File: config.mk
export PLATFORM = sky130hd
export DESIGN_NAME = score_delta_varint_bit_packer_flat
export DESIGN_NICKNAME = d
export VERILOG_FILES = /design/src/sdv_pkg.sv /design/src/sdv_in_if.sv /design/src/sdv_out_if.sv /design/src/sdv_bit_merge.sv /design/src/score_delta_varint_bit_packer.sv /design/src/flat_wrapper.sv
export SDC_FILE = /design/constraint.sdc
export NUM_CORES = 1
export LEC_CHECK = 0
export BUFFER_PORTS_ARGS = -buffer_cell sky130_fd_sc_hd__buf_2
export CAP_MARGIN = 30
export CORE_ASPECT_RATIO = 1.1
export CORE_MARGIN = 4
export CORE_UTILIZATION = 40
export CTS_BUF_LIST = sky130_fd_sc_hd__clkbuf_8
export DETAILED_ROUTE_END_ITERATION = 8
export SETUP_SLACK_MARGIN = 0.05
export SYNTH_ARGS = -nofsm -noshare
export SYNTH_HDL_FRONTEND = slang
export SYNTH_SLANG_ARGS = --single-unit
File: constraint.sdc
create_clock -name i_clk -period 5.35 [get_ports i_clk]
set_input_delay 0.2675 -clock i_clk [delete_from_list [all_inputs] [get_ports i_clk]]
set_output_delay 0.2675 -clock i_clk [all_outputs]
set_load 0.005 [all_outputs]
File: src/sdv_pkg.sv
// shared types and constants of the score delta varint bit packer
package sdv_pkg;

    typedef enum logic [1:0] {
        ACT_CLEAR = 2'd0,
        ACT_FIELD = 2'd1,
        ACT_SCORE = 2'd2,
        ACT_FLUSH = 2'd3
    } t_action;

    typedef enum logic [1:0] {
        ST_IDLE,
        ST_CHUNK,
        ST_FINISH
    } t_state;

    localparam logic [15:0] SIGN_FOLD_MASK = 16'h7FFF;
    localparam logic [2:0]  BLOCK_BITS_RESET = 3'd4;
    localparam logic [3:0]  BYTE_BITS = 4'd8;

    // request to the bit merge unit
    typedef struct packed {
        logic [7:0] partial;
        logic [3:0] free;
        logic [7:0] chunk;
        logic [3:0] len;
    } t_ins_req;

    // answer of the bit merge unit
    typedef struct packed {
        logic       byte_done;
        logic [7:0] done_byte;
        logic [7:0] partial;
        logic [3:0] free;
    } t_ins_res;

endpackage

File: src/sdv_in_if.sv
// input channel: one action beat
interface sdv_in_if;
    logic               valid;
    logic               ready;
    logic [1:0]         action;
    logic [7:0]         field_value;
    logic [3:0]         field_bits;
    logic signed [15:0] score;

    modport source (output valid, action, field_value, field_bits, score, input ready);
    modport sink   (input valid, action, field_value, field_bits, score, output ready);
endinterface

File: src/sdv_out_if.sv
// output channel: one packed byte beat
interface sdv_out_if;
    logic        valid;
    logic        ready;
    logic [7:0]  out_byte;
    logic [15:0] ply_count;
    logic        last;

    modport source (output valid, out_byte, ply_count, last, input ready);
    modport sink   (input valid, out_byte, ply_count, last, output ready);
endinterface

File: src/sdv_bit_merge.sv
// shared shift and merge unit: appends up to eight bits to the open byte
module sdv_bit_merge (
    input  sdv_pkg::t_ins_req i_req,
    output sdv_pkg::t_ins_res o_res
);

    logic [3:0]  free_eff;
    logic [3:0]  shamt;
    logic [15:0] window;

    always_comb begin
        // no open byte means a fresh empty byte
        free_eff = (i_req.free == 4'd0) ? sdv_pkg::BYTE_BITS : i_req.free;
        shamt    = 4'(sdv_pkg::BYTE_BITS + free_eff - i_req.len);
        window   = {i_req.partial, 8'h00} | ({8'h00, i_req.chunk} << shamt);

        if (i_req.len >= free_eff) begin
            o_res.byte_done = 1'b1;
            o_res.done_byte = window[15:8];
            o_res.partial   = window[7:0];
            o_res.free      = (i_req.len == free_eff) ? 4'd0 : shamt;
        end else begin
            o_res.byte_done = 1'b0;
            o_res.done_byte = window[15:8];
            o_res.partial   = window[15:8];
            o_res.free      = free_eff - i_req.len;
        end
    end

endmodule

File: src/score_delta_varint_bit_packer.sv
// top level of the score delta varint bit packer
//
//  channel   dir  handshake      payload
//  i_in      in   valid/ready    action, field_value, field_bits, score
//  o_out     out  valid/ready    out_byte, ply_count, last
//  i_cfg_*   in   write enable   vle_block_bits (3 bits)
//
//  sequencing: a clear, a flush without an open byte and a field of zero bits
//  are done in idle; a flush with an open byte goes through finish; a field or
//  a score goes through chunk and then finish, in the single shift and merge unit
//  that handles one block (or one field) per cycle unless a held byte stalls it
//  reset: synchronous active-low i_rst_n clears the sequencer, stored score,
//  ply counter, open byte and block size (back to 4)
//  stalls: a held output beat only blocks the sequencer when a second byte is
//  ready to leave; input beats are taken only while the sequencer is idle
module score_delta_varint_bit_packer (
    input  logic             i_clk,
    input  logic             i_rst_n,
    input  logic             i_cfg_we,
    input  logic [2:0]       i_cfg_data,
    sdv_in_if.sink           i_in,
    sdv_out_if.source        o_out
);

    // sequencer state
    sdv_pkg::t_state r_state, n_state;

    // configuration
    logic [2:0]  r_block_bits;

    // packer state
    logic [7:0]  r_partial, n_partial;
    logic [3:0]  r_free, n_free;
    logic [15:0] r_prev_score, n_prev_score;
    logic [15:0] r_plies, n_plies;

    // per item work registers
    logic        r_is_score, n_is_score;
    logic [15:0] r_v, n_v;
    logic [7:0]  r_chunk, n_chunk;
    logic [3:0]  r_chunk_len, n_chunk_len;

    // completed byte held back until we know whether it is the last one
    logic [7:0]  r_hold, n_hold;
    logic        r_hold_valid, n_hold_valid;

    // output register
    logic        r_out_valid, n_out_valid;
    logic [7:0]  r_out_byte, n_out_byte;
    logic [15:0] r_out_ply, n_out_ply;
    logic        r_out_last, n_out_last;

    // datapath helpers
    logic [2:0]  bs;
    logic [7:0]  mask8;
    logic [15:0] v_shift;
    logic        cont;
    logic [15:0] diff;
    logic [15:0] folded;
    logic [3:0]  fbits_sat;
    logic [8:0]  fmask;
    logic        accept;
    logic        out_free;
    logic        chunk_stall;
    logic        chunk_last;

    sdv_pkg::t_ins_req ins_req;
    sdv_pkg::t_ins_res ins_res;

    sdv_bit_merge u_merge (
        .i_req (ins_req),
        .o_res (ins_res)
    );

    assign i_in.ready     = (r_state == sdv_pkg::ST_IDLE);
    assign accept         = i_in.valid && i_in.ready;
    assign out_free       = !r_out_valid || o_out.ready;

    assign o_out.valid     = r_out_valid;
    assign o_out.out_byte  = r_out_byte;
    assign o_out.ply_count = r_out_ply;
    assign o_out.last      = r_out_last;

    always_comb begin
        // block size zero is taken as one
        bs      = (r_block_bits == 3'd0) ? 3'd1 : r_block_bits;
        mask8   = 8'((8'd1 << bs) - 8'd1);
        v_shift = r_v >> bs;
        cont    = (v_shift != 16'd0);

        // wrapped delta, sign fold, rotate left one
        diff   = 16'(i_in.score) - r_prev_score;
        folded = diff[15] ? (diff ^ sdv_pkg::SIGN_FOLD_MASK) : diff;
        folded = {folded[14:0], folded[15]};

        // raw field count saturates at eight
        fbits_sat = (i_in.field_bits > sdv_pkg::BYTE_BITS) ? sdv_pkg::BYTE_BITS
                                                           : i_in.field_bits;
        fmask     = (9'd1 << fbits_sat) - 9'd1;

        // continue bit goes out first, above the data bits
        ins_req.partial = r_partial;
        ins_req.free    = r_free;
        if (r_is_score) begin
            ins_req.chunk = (r_v[7:0] & mask8) | (8'(cont) << bs);
            ins_req.len   = {1'b0, bs} + 4'd1;
        end else begin
            ins_req.chunk = r_chunk;
            ins_req.len   = r_chunk_len;
        end

        // an older held byte must leave before a new one can be held
        chunk_stall = ins_res.byte_done && r_hold_valid && !out_free;
        chunk_last  = !r_is_score || !cont;
    end

    // next state
    always_comb begin
        n_state = r_state;
        case (r_state)
            sdv_pkg::ST_IDLE: begin
                if (accept) begin
                    case (sdv_pkg::t_action'(i_in.action))
                        sdv_pkg::ACT_FIELD: begin
                            if (fbits_sat != 4'd0) n_state = sdv_pkg::ST_CHUNK;
                        end
                        sdv_pkg::ACT_SCORE: n_state = sdv_pkg::ST_CHUNK;
                        sdv_pkg::ACT_FLUSH: begin
                            if (r_free != 4'd0) n_state = sdv_pkg::ST_FINISH;
                        end
                        default: n_state = sdv_pkg::ST_IDLE;
                    endcase
                end
            end
            sdv_pkg::ST_CHUNK: begin
                if (!chunk_stall && chunk_last) n_state = sdv_pkg::ST_FINISH;
            end
            sdv_pkg::ST_FINISH: begin
                if (!r_hold_valid || out_free) n_state = sdv_pkg::ST_IDLE;
            end
            default: n_state = sdv_pkg::ST_IDLE;
        endcase
    end

    // datapath and outputs
    always_comb begin
        n_partial    = r_partial;
        n_free       = r_free;
        n_prev_score = r_prev_score;
        n_plies      = r_plies;
        n_is_score   = r_is_score;
        n_v          = r_v;
        n_chunk      = r_chunk;
        n_chunk_len  = r_chunk_len;
        n_hold       = r_hold;
        n_hold_valid = r_hold_valid;
        n_out_valid  = r_out_valid && !o_out.ready;
        n_out_byte   = r_out_byte;
        n_out_ply    = r_out_ply;
        n_out_last   = r_out_last;

        case (r_state)
            sdv_pkg::ST_IDLE: begin
                if (accept) begin
                    case (sdv_pkg::t_action'(i_in.action))
                        sdv_pkg::ACT_CLEAR: begin
                            n_partial    = 8'h00;
                            n_free       = 4'd0;
                            n_plies      = 16'd0;
                            n_prev_score = 16'd0 - 16'(i_in.score);
                        end
                        sdv_pkg::ACT_FIELD: begin
                            n_is_score  = 1'b0;
                            n_chunk     = i_in.field_value & fmask[7:0];
                            n_chunk_len = fbits_sat;
                        end
                        sdv_pkg::ACT_SCORE: begin
                            n_is_score   = 1'b1;
                            n_v          = folded;
                            n_prev_score = 16'd0 - 16'(i_in.score);
                            n_plies      = r_plies + 16'd1;
                        end
                        sdv_pkg::ACT_FLUSH: begin
                            // open partial byte goes out as the only beat
                            if (r_free != 4'd0) begin
                                n_hold       = r_partial;
                                n_hold_valid = 1'b1;
                            end
                            n_partial = 8'h00;
                            n_free    = 4'd0;
                        end
                        default: n_partial = r_partial;
                    endcase
                end
            end
            sdv_pkg::ST_CHUNK: begin
                if (!chunk_stall) begin
                    n_partial = ins_res.partial;
                    n_free    = ins_res.free;
                    n_v       = v_shift;
                    if (ins_res.byte_done) begin
                        if (r_hold_valid) begin
                            n_out_valid = 1'b1;
                            n_out_byte  = r_hold;
                            n_out_ply   = r_plies;
                            n_out_last  = 1'b0;
                        end
                        n_hold       = ins_res.done_byte;
                        n_hold_valid = 1'b1;
                    end
                end
            end
            sdv_pkg::ST_FINISH: begin
                // final beat of the item carries last
                if (r_hold_valid && out_free) begin
                    n_out_valid  = 1'b1;
                    n_out_byte   = r_hold;
                    n_out_ply    = r_plies;
                    n_out_last   = 1'b1;
                    n_hold_valid = 1'b0;
                end
            end
            default: n_hold_valid = r_hold_valid;
        endcase
    end

    always_ff @(posedge i_clk) begin
        if (!i_rst_n) begin
            r_state      <= sdv_pkg::ST_IDLE;
            r_block_bits <= sdv_pkg::BLOCK_BITS_RESET;
            r_partial    <= 8'h00;
            r_free       <= 4'd0;
            r_prev_score <= 16'd0;
            r_plies      <= 16'd0;
            r_is_score   <= 1'b0;
            r_hold_valid <= 1'b0;
            r_out_valid  <= 1'b0;
        end else begin
            r_state      <= n_state;
            if (i_cfg_we) r_block_bits <= i_cfg_data;
            r_partial    <= n_partial;
            r_free       <= n_free;
            r_prev_score <= n_prev_score;
            r_plies      <= n_plies;
            r_is_score   <= n_is_score;
            r_hold_valid <= n_hold_valid;
            r_out_valid  <= n_out_valid;
        end
    end

    // payload registers, no reset needed
    always_ff @(posedge i_clk) begin
        r_v         <= n_v;
        r_chunk     <= n_chunk;
        r_chunk_len <= n_chunk_len;
        r_hold      <= n_hold;
        r_out_byte  <= n_out_byte;
        r_out_ply   <= n_out_ply;
        r_out_last  <= n_out_last;
    end

    // the held byte is always drained before new work is taken
    a_idle_no_hold : assert property (@(posedge i_clk) disable iff (!i_rst_n)
        (r_state == sdv_pkg::ST_IDLE) |-> !r_hold_valid)
        else $error("held byte left over in idle");

    // an open byte never has all eight bits free
    a_free_range : assert property (@(posedge i_clk) disable iff (!i_rst_n)
        r_free < sdv_pkg::BYTE_BITS)
        else $error("free bit count out of range");

    // a clear drops the open byte and restarts the ply count
    a_clear : assert property (@(posedge i_clk) disable iff (!i_rst_n)
        (accept && (i_in.action == sdv_pkg::ACT_CLEAR))
            |=> (r_free == 4'd0) && (r_plies == 16'd0))
        else $error("clear did not reset packer state");

endmodule

File: src/flat_wrapper.sv
// flat-port wrapper written by rule: the top's interface ports become plain ports
module score_delta_varint_bit_packer_flat 
  (i_clk, i_rst_n, i_cfg_we, i_cfg_data, i_in_valid, i_in_action, i_in_field_value, i_in_field_bits, i_in_score, i_in_ready, o_out_valid, o_out_out_byte, o_out_ply_count, o_out_last, o_out_ready);
  sdv_in_if i_in_i ();
  sdv_out_if o_out_i ();
  input  logic i_clk;
  input  logic i_rst_n;
  input  logic i_cfg_we;
  input  logic [2:0] i_cfg_data;
  input wire logic [$bits(i_in_i.valid)-1:0] i_in_valid;
  input wire logic [$bits(i_in_i.action)-1:0] i_in_action;
  input wire logic [$bits(i_in_i.field_value)-1:0] i_in_field_value;
  input wire logic [$bits(i_in_i.field_bits)-1:0] i_in_field_bits;
  input wire logic [$bits(i_in_i.score)-1:0] i_in_score;
  output wire logic [$bits(i_in_i.ready)-1:0] i_in_ready;
  output wire logic [$bits(o_out_i.valid)-1:0] o_out_valid;
  output wire logic [$bits(o_out_i.out_byte)-1:0] o_out_out_byte;
  output wire logic [$bits(o_out_i.ply_count)-1:0] o_out_ply_count;
  output wire logic [$bits(o_out_i.last)-1:0] o_out_last;
  input wire logic [$bits(o_out_i.ready)-1:0] o_out_ready;
  assign i_in_i.valid = i_in_valid;
  assign i_in_i.action = i_in_action;
  assign i_in_i.field_value = i_in_field_value;
  assign i_in_i.field_bits = i_in_field_bits;
  assign i_in_i.score = i_in_score;
  assign i_in_ready = i_in_i.ready;
  assign o_out_valid = o_out_i.valid;
  assign o_out_out_byte = o_out_i.out_byte;
  assign o_out_ply_count = o_out_i.ply_count;
  assign o_out_last = o_out_i.last;
  assign o_out_i.ready = o_out_ready;
  score_delta_varint_bit_packer u_core (.i_clk(i_clk), .i_rst_n(i_rst_n), .i_cfg_we(i_cfg_we), .i_cfg_data(i_cfg_data), .i_in(i_in_i), .o_out(o_out_i));
endmodule
==> out/metrics.cfg <==
[placement]
gp_congestion = 0.887
dp.cells = 1115
placed_area_um2 = 8090
dp_hpwl_um = 13000
io_buffers = 64

[timing]
skew_ps = 10.8
finalCritPeriodShare_pct = 85.0
finalSetupViolations = 0
maxClockFrequency_mhz = 220
fin_crit_ps = 4550
finalHoldViolations = 0
max-slew-margin-rel_pct = 44.3
holdWs_ps = 70.4
maxSlewViolCount = 0
tns_ps = 0
rsz0062_at_grt = no
worstMarginPinSlew_ps = 833

[synth]
synth_largest_area_cell = edfxtp_1
syn-mean-instance-area_um2 = 9.00
ys_types = 72
synth-seq-cells = 113
synth_common_cells = nand2_1 (84), nor2_1 (79), a21oi_1 (71), edfxtp_1 (61), dfxtp_1 (52)
syn-cell-area_um2 = 7540
yosys.cell_count.top_type = nand2_1
netlist_instances = 838
ys_seq_area_share_pct = 38.1
async_flop_share_pct = 0
yosys_warnings = 0
synth_flop_cell = edfxtp_1
syn-num-nets = 919
synth_edf_count = 61
yosys.area.top_type_share_pct = 24.3
netlist_top_cells_area = edfxtp_1 (24%), dfxtp_1 (14%), ha_1 (6.3%), a21oi_1 (4.7%), nand2_1 (4.2%)

[worst_setup_path]
worstSetupStartpointType = flip-flop
crit_path_end_kind = flip-flop
worstPathArrival_ps = 4910
reg2reg_slack_ps = 800
criticalPathCategory = flip-flop to flip-flop
required_ps = 5710
crit_fanout = 16

[die]
core_um2 = 18500
die_width_um = 139
die_h_um = 152
start_util_pct = 40.8
io_pins = 65
die-area_um2 = 21100
row_count = 52

[clock_network]
cts_buffers = 17
root_buffer = clkbuf_8
clkSinkCount = 113
cts_tree = built
cts_buffer_depth = 2
cts_resized = 0
cts.htree.levels = 4
cts_hold_buf = 0
insertion_delay_ps = 440
cts_setup_buffers = 0
clkSlewWorstSetupHoldPaths_ps = 80

[drt]
drc_errors = 0
ant_nets = 0
firstDrtPassIters = 5
vias = 6160
drt-wirelength-per-cell_um = 15.7
viasPerCell = 5.37
wl_um = 18100
drt_iter0_markers = 454

[global_route]
grt_pass1_wl_um = 30200
grt_usage_pct = 17.2
grt_pass1_vias = 5952
overflow = 0
grt_max_degree = 41
antenna_found_initial = 0

[status]
outcome = finished clean

[finish]
instances_no_fill = 1148
nNetsFinal = 973
area_growth_pct = 12.4
n_antenna_cell = 0
final_area_um2 = 8480
drive_gt1_share_pct = 15.6
fin_util_pct = 45.9

[pwr]
leakage_nw = 3.27
peakVddDrop_uv = 200
cellPowerDensity_nw_per_um2 = 311

[job]
cap_violations = 0

[worst_hold_path]
hold_class = input port to flip-flop

## per-stage QoR
step	total power (W)	setup WS (ps)
6_report	0.00264	805
5_1_grt	0.00280	385
4_1_cts	0.00266	863
3_5_place_dp	0.00187	880
3_3_place_gp	0.00187	1040
2_1_floorplan	0.00164	1290
## metal layers
metal	up-vias	track usage (%)	wire length [µm]
li1	3099	-	-
met5	-	0	0
met2	136	26.8	8310
met4	0	5.17	265
met1	2904	24.1	8720
met3	21	3.62	783
## kinds of logic (layout without fill, tap and decap cells)
group / count (synthesis) / after routing / share of synthesized area, %
adder cells (fa/ha/maj): 43 / 43 / 7.63
flip-flops: 113 / 113 / 38.1
XOR/XNOR: 66 / 66 / 7.67
AND/OR/NAND/NOR: 293 / 293 / 18.7
AO/OA/AOI/OAI: 192 / 192 / 16.2
multiplexers: 46 / 46 / 7.19
buffers and inverters: 85 / 152 / 4.45
## sequential cells by signal (all words and copies together) (netlist names)
| signal | cells |
|---|---|
| u_core.r_partial | 8 |
| u_core.r_chunk | 8 |
| u_core.o_out.last | 1 |
| u_core.r_hold | 8 |
| u_core.r_state | 2 |
| u_core.r_is_score | 1 |
| u_core.r_hold_valid | 1 |
| u_core.r_plies | 16 |
| u_core.o_out.ply_count | 16 |
| u_core.o_out.out_byte | 8 |
| u_core.r_prev_score | 16 |
| u_core.r_v | 16 |
| u_core.r_block_bits | 3 |
| u_core.o_out.valid | 1 |
| u_core.r_free | 4 |
| u_core.r_chunk_len | 4 |
## power by group
group / total (W) / switching [W] / internal [W]
Clock: 0.000781 / 0.000437 / 0.000344
Combinational: 0.000759 / 0.000453 / 0.000306
Sequential: 0.00110 / 0.0000478 / 0.00105
Total: 0.00264 / 0.000938 / 0.00170
## layout make-up
type / count / area, µm²
clock buffer: 17 / 234
tap: 243 / 304
inverter: 43 / 161
timing repair buffer: 77 / 425
clock inverter: 15 / 141
sequential: 113 / 2870
fill: 1852 / 10000
multi-input combinational: 640 / 4340
## cells in the final DEF (no fill, tap or decap), types with 4 or more instances in the layout
master and n:
nor3_1 16, fa_1 5, a21oi_1 71, nor2_1 79
or3_1 13, dfxtp_1 52, xor2_1 33, a21o_1 9
or2_2 8, nand3_1 21, nand4_1 7, o21a_1 7
and2_1 8, nor4_1 4, mux2_2 11, ha_1 38
mux4_2 4, a211oi_1 5, o31ai_1 9, inv_6 6
nand2_1 84, mux2i_1 29, inv_1 40, buf_4 12
inv_8 4, and3_1 11, o21ai_0 38, a22oi_1 5
edfxtp_1 61, clkbuf_8 17, o211ai_1 6, o22ai_1 4
xnor2_1 32, nand3b_1 6, nor2b_1 16, buf_2 64
nand2b_1 11
## worst paths after layout
check                                       startpoint                       end  depth (start not counted)
worst min register to register        u_core.r_hold[6]  u_core.o_out.out_byte[6]                          0
worst max-delay path            u_core.r_block_bits[1]       u_core.r_partial[2]                         18
worst max register to register  u_core.r_block_bits[1]       u_core.r_partial[2]                         18
worst min-delay path                     i_cfg_data[2]    u_core.r_block_bits[2]                          3
## worst max-delay path, stage by stage (launching register included)
cell	delay [ps]
dfxtp_1	330
nor2_1	50
buf_4	160
nor2_1	220
inv_1	110
ha_1	230
ha_1	280
nand2_1	60
o21ai_0	140
ha_1	420
nand4_1	170
a21boi_1	680
nor3_1	140
nand2b_1	430
or2_2	440
nor2_1	180
nand2_1	120
o31a_1	250
o31ai_1	50
Power figures use the tool's default switching activity.
